[src/rtl/core/opl_csp_pkg.sv]
package opl_csp_pkg;

    // Event kinds carried on m_tuser
    localparam logic [1:0] KIND_WRITE = 2'd0;
    localparam logic [1:0] KIND_TEMPO = 2'd1;
    localparam logic [1:0] KIND_DELAY = 2'd2;
    localparam logic [1:0] KIND_END   = 2'd3;

    localparam int KIND_W        = 2;
    localparam int TICKS_W       = 24;
    localparam int CLOCK_W       = 16;
    localparam int OUT_DATA_W    = 64;
    localparam int DELAY_BITS_DEF = 24;

    // Register and value codes in the capture stream
    localparam logic [7:0] REG_DELAY   = 8'h00;
    localparam logic [7:0] REG_CONTROL = 8'h02;
    localparam logic [7:0] REG_END     = 8'hFF;
    localparam logic [7:0] CTRL_CLOCK  = 8'h00;
    localparam logic [7:0] CTRL_CHIP0  = 8'h01;
    localparam logic [7:0] CTRL_CHIP1  = 8'h02;
    localparam logic [7:0] VAL_END     = 8'hFF;
    localparam logic [15:0] CLOCK_ZERO_MAP = 16'hFFFF;

endpackage

[src/rtl/core/opl_capture_stream_parser_top.sv]
// Parser for the event body of a raw OPL register capture. One byte is taken per
// request on the slave side (s_tlast marks end of stream, no byte then) and the
// block accepts a new request every cycle while s_tready is high; an event appears on
// the master side in the cycle after the request that completes it and is held in the
// output register until taken, with s_tready following m_tready only while that
// register is full. Delay pairs add into a sum of DELAY_BITS bits that saturates, and
// each event carries the pending sum (reported saturated to 24 bits), which is then
// cleared. After an end event all requests are consumed and ignored until reset.
module opl_capture_stream_parser_top #(
    parameter int DELAY_BITS = opl_csp_pkg::DELAY_BITS_DEF
) (
    input  logic        clk,
    input  logic        rst_n,
    input  logic        s_tvalid,
    output logic        s_tready,
    input  logic [7:0]  s_tdata,   // [7:0] data_byte
    input  logic        s_tlast,   // stream_over
    output logic        m_tvalid,
    input  logic        m_tready,
    // [0] has_delay, [24:1] delay_ticks, [25] chip_select, [33:26] reg_address,
    // [41:34] reg_value, [57:42] clock_divisor, [63:58] zero
    output logic [63:0] m_tdata,
    output logic [1:0]  m_tuser    // [1:0] event_kind
);

    localparam int EXT_W = (DELAY_BITS > opl_csp_pkg::TICKS_W) ? DELAY_BITS
                                                                : opl_csp_pkg::TICKS_W;

    typedef enum logic [2:0] {
        PH_VALUE,
        PH_REG,
        PH_CLK_LO,
        PH_CLK_HI,
        PH_DONE
    } phase_t;

    phase_t                  phase_reg, phase_next;
    logic [7:0]              held_value_reg, held_value_next;
    logic [7:0]              clock_low_reg, clock_low_next;
    logic                    chip_reg, chip_next;
    logic [DELAY_BITS-1:0]   delay_sum_reg, delay_sum_next;
    logic                    delay_seen_reg, delay_seen_next;

    logic                    m_tvalid_reg;
    logic [63:0]             m_tdata_reg;
    logic [1:0]              m_tuser_reg;

    logic                    accept;
    logic                    emit;
    logic [1:0]              kind;
    logic                    ev_chip;
    logic [7:0]              ev_addr;
    logic [7:0]              ev_value;
    logic [15:0]             ev_clock;
    logic [15:0]             raw_clock;
    logic [DELAY_BITS:0]     sum_wide;
    logic [EXT_W-1:0]        sum_ext;
    logic [23:0]             ticks;

    assign s_tready = !m_tvalid_reg || m_tready;
    assign accept   = s_tvalid && s_tready;

    assign sum_wide  = {1'b0, delay_sum_reg} + (DELAY_BITS + 1)'(held_value_reg);
    assign raw_clock = {s_tdata, clock_low_reg};
    assign sum_ext   = EXT_W'(delay_sum_reg);
    assign ticks     = (sum_ext > EXT_W'(24'hFFFFFF)) ? 24'hFFFFFF : sum_ext[23:0];

    always_comb
    begin
        phase_next      = phase_reg;
        held_value_next = held_value_reg;
        clock_low_next  = clock_low_reg;
        chip_next       = chip_reg;
        delay_sum_next  = delay_sum_reg;
        delay_seen_next = delay_seen_reg;
        emit            = 1'b0;
        kind            = opl_csp_pkg::KIND_DELAY;
        ev_chip         = 1'b0;
        ev_addr         = 8'd0;
        ev_value        = 8'd0;
        ev_clock        = 16'd0;

        if (accept && phase_reg != PH_DONE)
        begin
            if (s_tlast)
            begin
                phase_next = PH_DONE;
                emit       = 1'b1;
                kind       = opl_csp_pkg::KIND_END;
            end
            else
            begin
                case (phase_reg)
                    PH_VALUE:
                    begin
                        held_value_next = s_tdata;
                        phase_next      = PH_REG;
                    end
                    PH_CLK_LO:
                    begin
                        clock_low_next = s_tdata;
                        phase_next     = PH_CLK_HI;
                    end
                    PH_CLK_HI:
                    begin
                        phase_next = PH_VALUE;
                        emit       = 1'b1;
                        kind       = opl_csp_pkg::KIND_TEMPO;
                        ev_clock   = (raw_clock == 16'd0) ? opl_csp_pkg::CLOCK_ZERO_MAP
                                                          : raw_clock;
                    end
                    PH_REG:
                    begin
                        phase_next = PH_VALUE;
                        if (s_tdata == opl_csp_pkg::REG_DELAY)
                        begin
                            // saturate on carry out of the sum
                            delay_sum_next  = sum_wide[DELAY_BITS] ? '1
                                                                   : sum_wide[DELAY_BITS-1:0];
                            delay_seen_next = 1'b1;
                        end
                        else if (s_tdata == opl_csp_pkg::REG_CONTROL)
                        begin
                            if (held_value_reg == opl_csp_pkg::CTRL_CLOCK)
                                phase_next = PH_CLK_LO;
                            else if (held_value_reg == opl_csp_pkg::CTRL_CHIP0)
                                chip_next = 1'b0;
                            else if (held_value_reg == opl_csp_pkg::CTRL_CHIP1)
                                chip_next = 1'b1;
                            else
                            begin
                                emit = 1'b1;
                                kind = opl_csp_pkg::KIND_DELAY;
                            end
                        end
                        else if (s_tdata == opl_csp_pkg::REG_END)
                        begin
                            emit = 1'b1;
                            if (held_value_reg == opl_csp_pkg::VAL_END)
                            begin
                                phase_next = PH_DONE;
                                kind       = opl_csp_pkg::KIND_END;
                            end
                            else
                                kind = opl_csp_pkg::KIND_DELAY;
                        end
                        else
                        begin
                            emit     = 1'b1;
                            kind     = opl_csp_pkg::KIND_WRITE;
                            ev_chip  = chip_reg;
                            ev_addr  = s_tdata;
                            ev_value = held_value_reg;
                        end
                    end
                    default:
                    begin
                        phase_next = PH_DONE;
                    end
                endcase
            end

            if (emit)
            begin
                delay_sum_next  = '0;
                delay_seen_next = 1'b0;
            end
        end
    end

    always_ff @(posedge clk or negedge rst_n)
    begin
        if (!rst_n)
        begin
            phase_reg      <= PH_VALUE;
            held_value_reg <= 8'd0;
            clock_low_reg  <= 8'd0;
            chip_reg       <= 1'b0;
            delay_sum_reg  <= '0;
            delay_seen_reg <= 1'b0;
            m_tvalid_reg   <= 1'b0;
        end
        else
        begin
            phase_reg      <= phase_next;
            held_value_reg <= held_value_next;
            clock_low_reg  <= clock_low_next;
            chip_reg       <= chip_next;
            delay_sum_reg  <= delay_sum_next;
            delay_seen_reg <= delay_seen_next;
            if (emit)
                m_tvalid_reg <= 1'b1;
            else if (m_tready)
                m_tvalid_reg <= 1'b0;
        end
    end

    always_ff @(posedge clk)
    begin
        if (emit)
        begin
            m_tuser_reg <= kind;
            m_tdata_reg <= {6'd0, ev_clock, ev_value, ev_addr, ev_chip, ticks,
                            delay_seen_reg};
        end
    end

    assign m_tvalid = m_tvalid_reg;
    assign m_tdata  = m_tdata_reg;
    assign m_tuser  = m_tuser_reg;

endmodule

[config.mk]
export PLATFORM = sky130hd
export DESIGN_NAME = opl_capture_stream_parser_top
export DESIGN_NICKNAME = d
export VERILOG_FILES = /design/src/rtl/core/opl_csp_pkg.sv /design/src/rtl/core/opl_capture_stream_parser_top.sv
export SDC_FILE = /design/constraint.sdc
export NUM_CORES = 1
export LEC_CHECK = 0
export ABC_AREA = 1
export BUFFER_PORTS_ARGS = -buffer_cell sky130_fd_sc_hd__buf_4
export CORE_MARGIN = 1.5
export CORE_UTILIZATION = 35
export DETAILED_ROUTE_END_ITERATION = 8
export PLACE_DENSITY = 0.5
export SLEW_MARGIN = 25
export SYNTH_ARGS = -nofsm -noshare
export SYNTH_HDL_FRONTEND = slang
export SYNTH_SLANG_ARGS = --single-unit
export TNS_END_PERCENT = 100
[constraint.sdc]
create_clock -name clk -period 3.7 [get_ports clk]
set_input_delay 0.37 -clock clk [delete_from_list [all_inputs] [get_ports clk]]
set_output_delay 0.37 -clock clk [all_outputs]
set_load 0.01 [all_outputs]
==> qor.txt, run 1 <==
RUN STATUS
--------------------------------------------------------------------------------------------------------
Outcome                                                                                     finished clean

DRT
--------------------------------------------------------------------------------------------------------
Wirelength, routed                                                                               13.2 mm
Per-cell via count in the routed design                                                             4.71
Vias post-DR                                                                                       4,261
DRC violation total after the first TritonRoute iteration                                            284
Routed Antenna Nets                                                                                    0
Residual DRC                                                                                           0
Pre-antenna DRT Iters                                                                                  4
Drt wl/cell                                                                                      14.7 µm

TIMING
--------------------------------------------------------------------------------------------------------
Relative slew slack                                                                                45.2%
Min cycle time layout                                                                            2.40 ns
Total Neg Setup Slack                                                                               0 ns
Pin slew with the least headroom to its limit                                                   0.820 ns
Final Slew Violations                                                                                  0
Maximum achievable frequency                                                                   0.417 GHz
Share of the clock period used by the worst path after layout                                      64.9%
Post-layout worst setup margin                                                                   1.30 ns
Final worst clock skew                                                                         0.0134 ns
RSZ-0062 raised after global routing                                                               false
Hold violation total from the final report                                                             0
Final count of negative-setup-slack endpoints                                                          0

PLACED DESIGN
--------------------------------------------------------------------------------------------------------
Post-detail-place hpwl                                                                           9.38 mm
Pre-CTS setup slack                                                                              1.21 ns
Placed cells                                                                                         888
Global placer's final weighted congestion                                                          0.856
PortBufs                                                                                              74

SETUP PATH
--------------------------------------------------------------------------------------------------------
Cell Chain, Critical Path                                                                   ha_1 -> fa_1 -> nand2_1 -> nand2_1 -> nand4_1 -> nand2_1 -> nand3b_1 -> nand3_1 -> nand2_1 -> nand2_1
Worst Reg2Reg Path Length in Cells                                                                    10
Endpoint class of the critical path                                                             register
Maximum fanout encountered on the critical timing path                                                11
Cell mode on critical path                                                                       nand2_1
Worst Path Arrival                                                                               2.64 ns
Count of buffer and inverter cells on the critical path                                                0
Slowest-stage cell, CP                                                                          nand3b_1
Cell depth of the worst setup path                                                                    10
Crit path largest cell delay                                                                     0.44 ns
Data required time of the critical path                                                          3.94 ns
Critical path launch point type                                                                 register
Cell family with the largest share of critical-path delay                                   simple AND/OR/NAND/NOR gates
Kind of critical path                                                                       register to register

LAYOUT
--------------------------------------------------------------------------------------------------------
Number of fill cells in the layout                                                                 1,630
Number of antenna repair diodes                                                                        0
Syn-to-layout area delta                                                                           16.7%
# nets final                                                                                         705
Post-route core utilization                                                                        41.4%
Final standard cell count with taps included and fillers excluded                                    904
Largest register FFs                                                                                  58
Proportion of layout cells with a drive suffix above 1                                             21.7%
Area of the multi-input gates                                                                   2110 µm²
Sequential cell area                                                                            2950 µm²

SYNTHESIS
--------------------------------------------------------------------------------------------------------
Fraction of registers with async set or reset after synthesis                                      43.4%
Most used flip-flop cell after synthesis                                                        edfxtp_1
Post-synth EDFFs                                                                                      60
Area leader, netlist                                                                            edfxtp_1
Combined area of all synthesized cells                                                          5590 µm²
Combinational family with the most area after synthesis                                     simple AND/OR/NAND/NOR gates
Proportion of synthesized chip area in sequential cells                                            52.8%
Post-synthesis sequential element count                                                              106
Adder and majority gate portion of the synthesized area                                            2.15%
Gate Count Post-Synth                                                                                636
Mean instance size in the synthesized netlist                                                   8.79 µm²
Post-synth cell types                                                                                 41
Leading cell types by total area after synthesis                                            edfxtp_1, dfrtp_1, nand2_1, nand3_1, inv_1
Proportion of netlist area held by the largest area contributor                                    32.2%
Compound-cell area share of the yosys netlist                                                      6.89%
Number of warnings printed during yosys synthesis                                                      0
Area fraction in and, or, nand and nor cells after synthesis                                       27.4%
Portion of netlist area occupied by mux cells                                                         0%
Synth Area in XOR/XNOR                                                                            0.940%

CTS
--------------------------------------------------------------------------------------------------------
Maximum clock path buffer count                                                                        2
Post-CTS clock slew at the launch and capture registers of the worst setup and hold paths        0.07 ns
Maximum level of the CTS H-tree                                                                        3
Total clock buffers created by CTS                                                                     9
Clock sinks                                                                                          106
Number of gates resized after CTS                                                                      0
Clk Latency, worst-skew pair                                                                     0.36 ns
Post CTS Setup Buffer Count                                                                            0
Clk root buf                                                                                   clkbuf_16
Hold-fix buffers at CTS                                                                                0
Clock tree from TritonCTS                                                                          built

GRT
--------------------------------------------------------------------------------------------------------
Sum of overflow across all layers after global routing                                                 0
Initial antenna violation count                                                                        0
Largest net degree at the start of global routing                                                     47
Via count of the first global-routing pass                                                         4,037
Global-route wire length before repair                                                           21.8 mm
Global-route total usage across every layer                                                        17.0%

FLOORPLANNING
--------------------------------------------------------------------------------------------------------
Die span in x                                                                                     129 µm
Initial standard-cell utilization of the core                                                      35.4%
Floorplan Core Area                                                                           15,800 µm²
Floorplan die height                                                                              129 µm
Cell Rows                                                                                             46
Total I/O pin count                                                                                   81
Die outline area                                                                              16,700 µm²

POWER
--------------------------------------------------------------------------------------------------------
Design Power                                                                                     2.47 mW
Highest ir drop seen on vdd                                                                     0.226 mV
PD cells                                                                                      379 nW/µm²
Leak                                                                                             2.87 nW

JOB
--------------------------------------------------------------------------------------------------------
MaxCap Viol Count                                                                                      0

HOLD PATH
--------------------------------------------------------------------------------------------------------
Path category of the worst min-delay check                                                  input pin to asynchronous set/reset pin

## Yosys cell counts (all sizes together) (2+ instances only)
master / number
a21oi: 19
buf: 19
clkbuf: 27
dfrtp: 46
edfxtp: 60
ha: 8
inv: 76
nand2: 182
nand3: 75
nand3b: 3
nand4: 7
nor2: 45
nor3: 17
nor3b: 6
nor4: 2
o21ai: 30
xor2: 5
## cell usage in the layout, fill, tap and decap left out, types with 8 or more instances in the layout
master,count
dfrtp_1,46
nor2_1,37
clkbuf_16,9
nand3_1,71
ha_1,8
nor3_1,17
inv_1,66
a21oi_2,10
o21ai_2,16
edfxtp_1,60
nand2_1,174
a21oi_1,8
o21ai_0,9
buf_4,77
inv_2,10
## area by class of cell
cell class                 count  area share, %
clock buffer                  11           3.57
clock inverter                 5           1.34
timing repair buffer          77           8.86
inverter                      77           4.43
tap                          216           4.14
multi-input combinational    412           32.4
sequential                   106           45.3
## cells by family (layout without fill, tap and decap cells)
kind of cell	Yosys count	count (layout)
XOR/XNOR	6	6
buffers and inverters	123	170
flip-flops	106	106
other	1	6
AO/OA/AOI/OAI	53	53
AND/OR/NAND/NOR	338	338
adder cells (fa/ha/maj)	9	9
## worst paths after layout
kind | from | to | slack (ns)
max reg2reg | held_value_reg[0]$_DFFE_PN0P_ | delay_sum_reg[19]$_DFFE_PN0P_ | 1.30
max | held_value_reg[0]$_DFFE_PN0P_ | delay_sum_reg[19]$_DFFE_PN0P_ | 1.30
max in group asynchronous | rst_n | delay_sum_reg[23]$_DFFE_PN0P_ | 3.23
min reg2reg | delay_seen_reg$_DFFE_PN0P_ | m_tdata[0]$_DFFE_PP_ | 0.47
min in group clk | s_tdata[5] | held_value_reg[5]$_DFFE_PN0P_ | 0.33
min | rst_n | delay_sum_reg[19]$_DFFE_PN0P_ | 0.03
## layer usage
metal  up-vias  GRT usage [%]  wire, µm
li1       2144              -         -
met1      2022           25.6      6780
met2        82           24.3      5670
met3        13           3.30       629
met4         0           5.68       171
met5         -              0         0
## report_power, final
part	switching [mW]	internal (mW)
registers	0.0125	1.28
clock network	0.438	0.600
logic	0.0906	0.0529
total	0.541	1.93
## per-stage QoR
step           hold WS (ns)  area, µm²
6_report             0.0290       6520
5_1_grt              0.0852       6520
4_1_cts              0.0638       6520
3_5_place_dp          0.438       6200
3_3_place_gp          0.439       6200
2_1_floorplan        0.0744       5610
(Power assumes the default switching activity.)
==> inputs of run 2 (changes only) <==
Clock period 3.7 ns to 2.4 ns, I/O delays scaled along.
==> run 2 against run 1 <==
  * Global-route usage down 0.12 points
  * Critical path type unchanged
  * Utilization up 0.59 points
  * Sequential power up 54%
  * Non-clock buffer count up 10
  * Design area up 1.4%
  * Clock skew about the same
==> qor.txt, run 2 (same netlist as run 1, synthesis figures left out) <==
FLOORPLANNING
--------------------------------------------------------------------------------------------------------
Floorplan die height                                                                              129 µm   unchanged
Die span in x                                                                                     129 µm   unchanged
Initial standard-cell utilization of the core                                                      35.4%   unchanged
Die outline area                                                                              16,700 µm²   unchanged
Total I/O pin count                                                                                   81   unchanged
Floorplan Core Area                                                                           15,800 µm²   unchanged
Cell Rows                                                                                             46   unchanged

HOLD PATH
--------------------------------------------------------------------------------------------------------
Worst hold path depth                                                                                  3
Hold path startpoint                                                                          s_tdata[7]
Path category of the worst min-delay check                                                  input pin to register

TIMING
--------------------------------------------------------------------------------------------------------
Final worst hold slack                                                                          0.183 ns   +0.154 ns
RSZ-0062 raised after global routing                                                               false
Final count of negative-setup-slack endpoints                                                          0   unchanged
Final Slew Violations                                                                                  0   unchanged
Maximum achievable frequency                                                                   0.465 GHz   +12%
Hold violation total from the final report                                                             0   unchanged
Pin slew with the least headroom to its limit                                                   0.663 ns   -0.157 ns
Share of the clock period used by the worst path after layout                                      89.6%   +25 points
Min cycle time layout                                                                            2.15 ns   -0.251 ns
Relative slew slack                                                                                55.8%   +11 points
Final worst clock skew                                                                         0.0137 ns   +0.000278 ns
Total Neg Setup Slack                                                                               0 ns   unchanged

POWER
--------------------------------------------------------------------------------------------------------
Clock Power Share                                                                                  41.5%   -0.5 points
Internal cell power                                                                              2.89 mW   +50%
Leak                                                                                             2.91 nW   +1.4%
Design Power                                                                                     3.79 mW   +53%
Fraction of power consumed by sequential logic                                                     52.5%   +0.3 points
Part of the total power dissipated in combinational logic                                           5.9%   about the same
Highest ir drop seen on vdd                                                                     0.353 mV   +56%
PD cells                                                                                      573 nW/µm²   +51%
Switch share                                                                                       23.6%   +1.7 points
Switch Pwr                                                                                      0.895 mW   +65%

CTS
--------------------------------------------------------------------------------------------------------
Maximum clock path buffer count                                                                        2   unchanged
Maximum level of the CTS H-tree                                                                        3   unchanged
Clk root buf                                                                                   clkbuf_16
Clock sinks                                                                                          106   unchanged
Post CTS Setup Buffer Count                                                                            0   unchanged
Post-CTS clock slew at the launch and capture registers of the worst setup and hold paths        0.08 ns   about the same
Clk Latency, worst-skew pair                                                                     0.36 ns   about the same
Clock tree from TritonCTS                                                                          built
Total clock buffers created by CTS                                                                     9   unchanged

SETUP PATH
--------------------------------------------------------------------------------------------------------
Cell Chain, Critical Path                                                                   ha_1 -> fa_1 -> nand2_1 -> nand2_1 -> nand4_1 -> nand2_2 -> nand3b_1 -> buf_4 -> nand3_1 -> nand2_1 -> nand2_1
Crit path largest cell delay                                                                     0.43 ns   about the same
Data required time of the critical path                                                          2.65 ns   -1.29 ns
R2R Path Start                                                                              held_value_reg[0]$_DFFE_PN0P_
Worst Reg2Reg Path Length in Cells                                                                    11   +1
Cell mode on critical path                                                                       nand2_1
Endpoint class of the critical path                                                             register
Worst setup path start                                                                      held_value_reg[0]$_DFFE_PN0P_
Worst Path Arrival                                                                               2.40 ns   -0.24 ns
Slowest-stage cell, CP                                                                              fa_1
Critical path launch point type                                                                 register
Maximum fanout encountered on the critical timing path                                                 8   -3
Kind of critical path                                                                       register to register

PLACED DESIGN
--------------------------------------------------------------------------------------------------------
Global placer's final weighted congestion                                                          0.820   -4.2%
Post-detail-place hpwl                                                                           9.59 mm   +2.2%
PortBufs                                                                                              74   unchanged

GRT
--------------------------------------------------------------------------------------------------------
Via count of the first global-routing pass                                                         4,094   +1.4%
Sum of overflow across all layers after global routing                                                 0   unchanged
Largest net degree at the start of global routing                                                     47   unchanged
Global-route total usage across every layer                                                        16.9%   -0.12 points
Global-route wire length before repair                                                           21.6 mm   -1.0%
Initial antenna violation count                                                                        0   unchanged

DRT
--------------------------------------------------------------------------------------------------------
Vias post-DR                                                                                       4,284   +0.54%
Pre-antenna DRT Iters                                                                                  6   +2
Wirelength, routed                                                                               13.2 mm   -0.11%
Per-cell via count in the routed design                                                             4.69   -0.56%
Drt wl/cell                                                                                      14.5 µm   -1.2%
Residual DRC                                                                                           0   unchanged
Routed Antenna Nets                                                                                    0   unchanged
DRC violation total after the first TritonRoute iteration                                            288   +1.4%

LAYOUT
--------------------------------------------------------------------------------------------------------
Most common library cell in the layout ignoring fill and taps                                    nand2_1
Number of fill cells in the layout                                                                 1,613   -1.0%
Highest-count cells in the layout ignoring fill and taps                                    nand2_1, buf_4, nand3_1, inv_1, edfxtp_1
Largest register FFs                                                                                  58   unchanged
Proportion of layout cells with a drive suffix above 1                                             23.1%   +1.4 points
Syn-to-layout area delta                                                                           18.3%
# nets final                                                                                         715   +1.4%
Number of antenna repair diodes                                                                        0   unchanged

JOB
--------------------------------------------------------------------------------------------------------
MaxCap Viol Count                                                                                      0   unchanged

RUN STATUS
--------------------------------------------------------------------------------------------------------
Outcome                                                                                     finished clean

==> run 2: power by group through the flow <==
stage | Sequential [mW] | Clock (mW) | Combinational [mW]
after floorplan | 2.05 | 0 | 0.0777
after global placement | 2.03 | 0 | 0.226
after detailed placement | 2.03 | 0 | 0.228
after CTS | 1.99 | 1.61 | 0.230
after global routing | 2.00 | 1.69 | 0.245
final | 1.99 | 1.57 | 0.224
==> run 2: metal layers <==
layer | global-route usage, % | part of all wire, % | vias up
met5 | 0 | 0 | -
met4 | 5.42 | 1.5 | 0
met3 | 3.10 | 4.2 | 13
met2 | 23.9 | 41 | 111
met1 | 25.9 | 53 | 2001
li1 | - | - | 2159
==> run 2: path summary, 6_finish.rpt <==
check	slack, ns	endpoint
max	0.25	delay_sum_reg[15]$_DFFE_PN0P_
min reg2reg	0.48	m_tdata[1]$_SDFFCE_PN1P_
min in group asynchronous	0.44	delay_sum_reg[5]$_DFFE_PN0P_
max in group asynchronous	1.50	clock_low_reg[4]$_DFFE_PN0P_
max reg2reg	0.25	delay_sum_reg[15]$_DFFE_PN0P_
min	0.18	held_value_reg[7]$_DFFE_PN0P_
==> run 2: layout make-up <==
class	instances	area [µm²]	area share [%]
Sequential cell	106	2950	44.6
Clock inverter	7	91.3	1.38
Timing Repair Buffer	87	668	10.1
Clock buffer	9	225	3.41
Inverter	77	293	4.43
Multi-Input combinational cell	412	2110	32.0
Tap cell	216	270	4.09
==> run 2: metrics by stage <==
stage / instance area (µm²) / setup slack, ns / util, % / cells
after floorplan: 5620 / 0.0105 / - / 641
after global placement: 6280 / 0.265 / 39.9 / 897
after detailed placement: 6280 / 0.207 / 39.9 / 897
after CTS: 6610 / 0.183 / 41.9 / 914
after global routing: 6610 / 0.0410 / 41.9 / 914
final: 6610 / 0.251 / 41.9 / 914
==> run 2: critical path, delay by kind of cell (launching register included) <==
family,cells,cell delay (ns)
DFF,1,0.42
adders and majority gates,2,0.69
buffers and inverters,1,0.17
and+or+nand+nor,8,0.76
==> run 2: what timing repair did <==
action                                  4_1_cts  5_1_grt
hold endpoints to repair                     46        0
hold buffers                                  1        0
endpoints found under the setup margin        0        5
resized for setup                             0        1
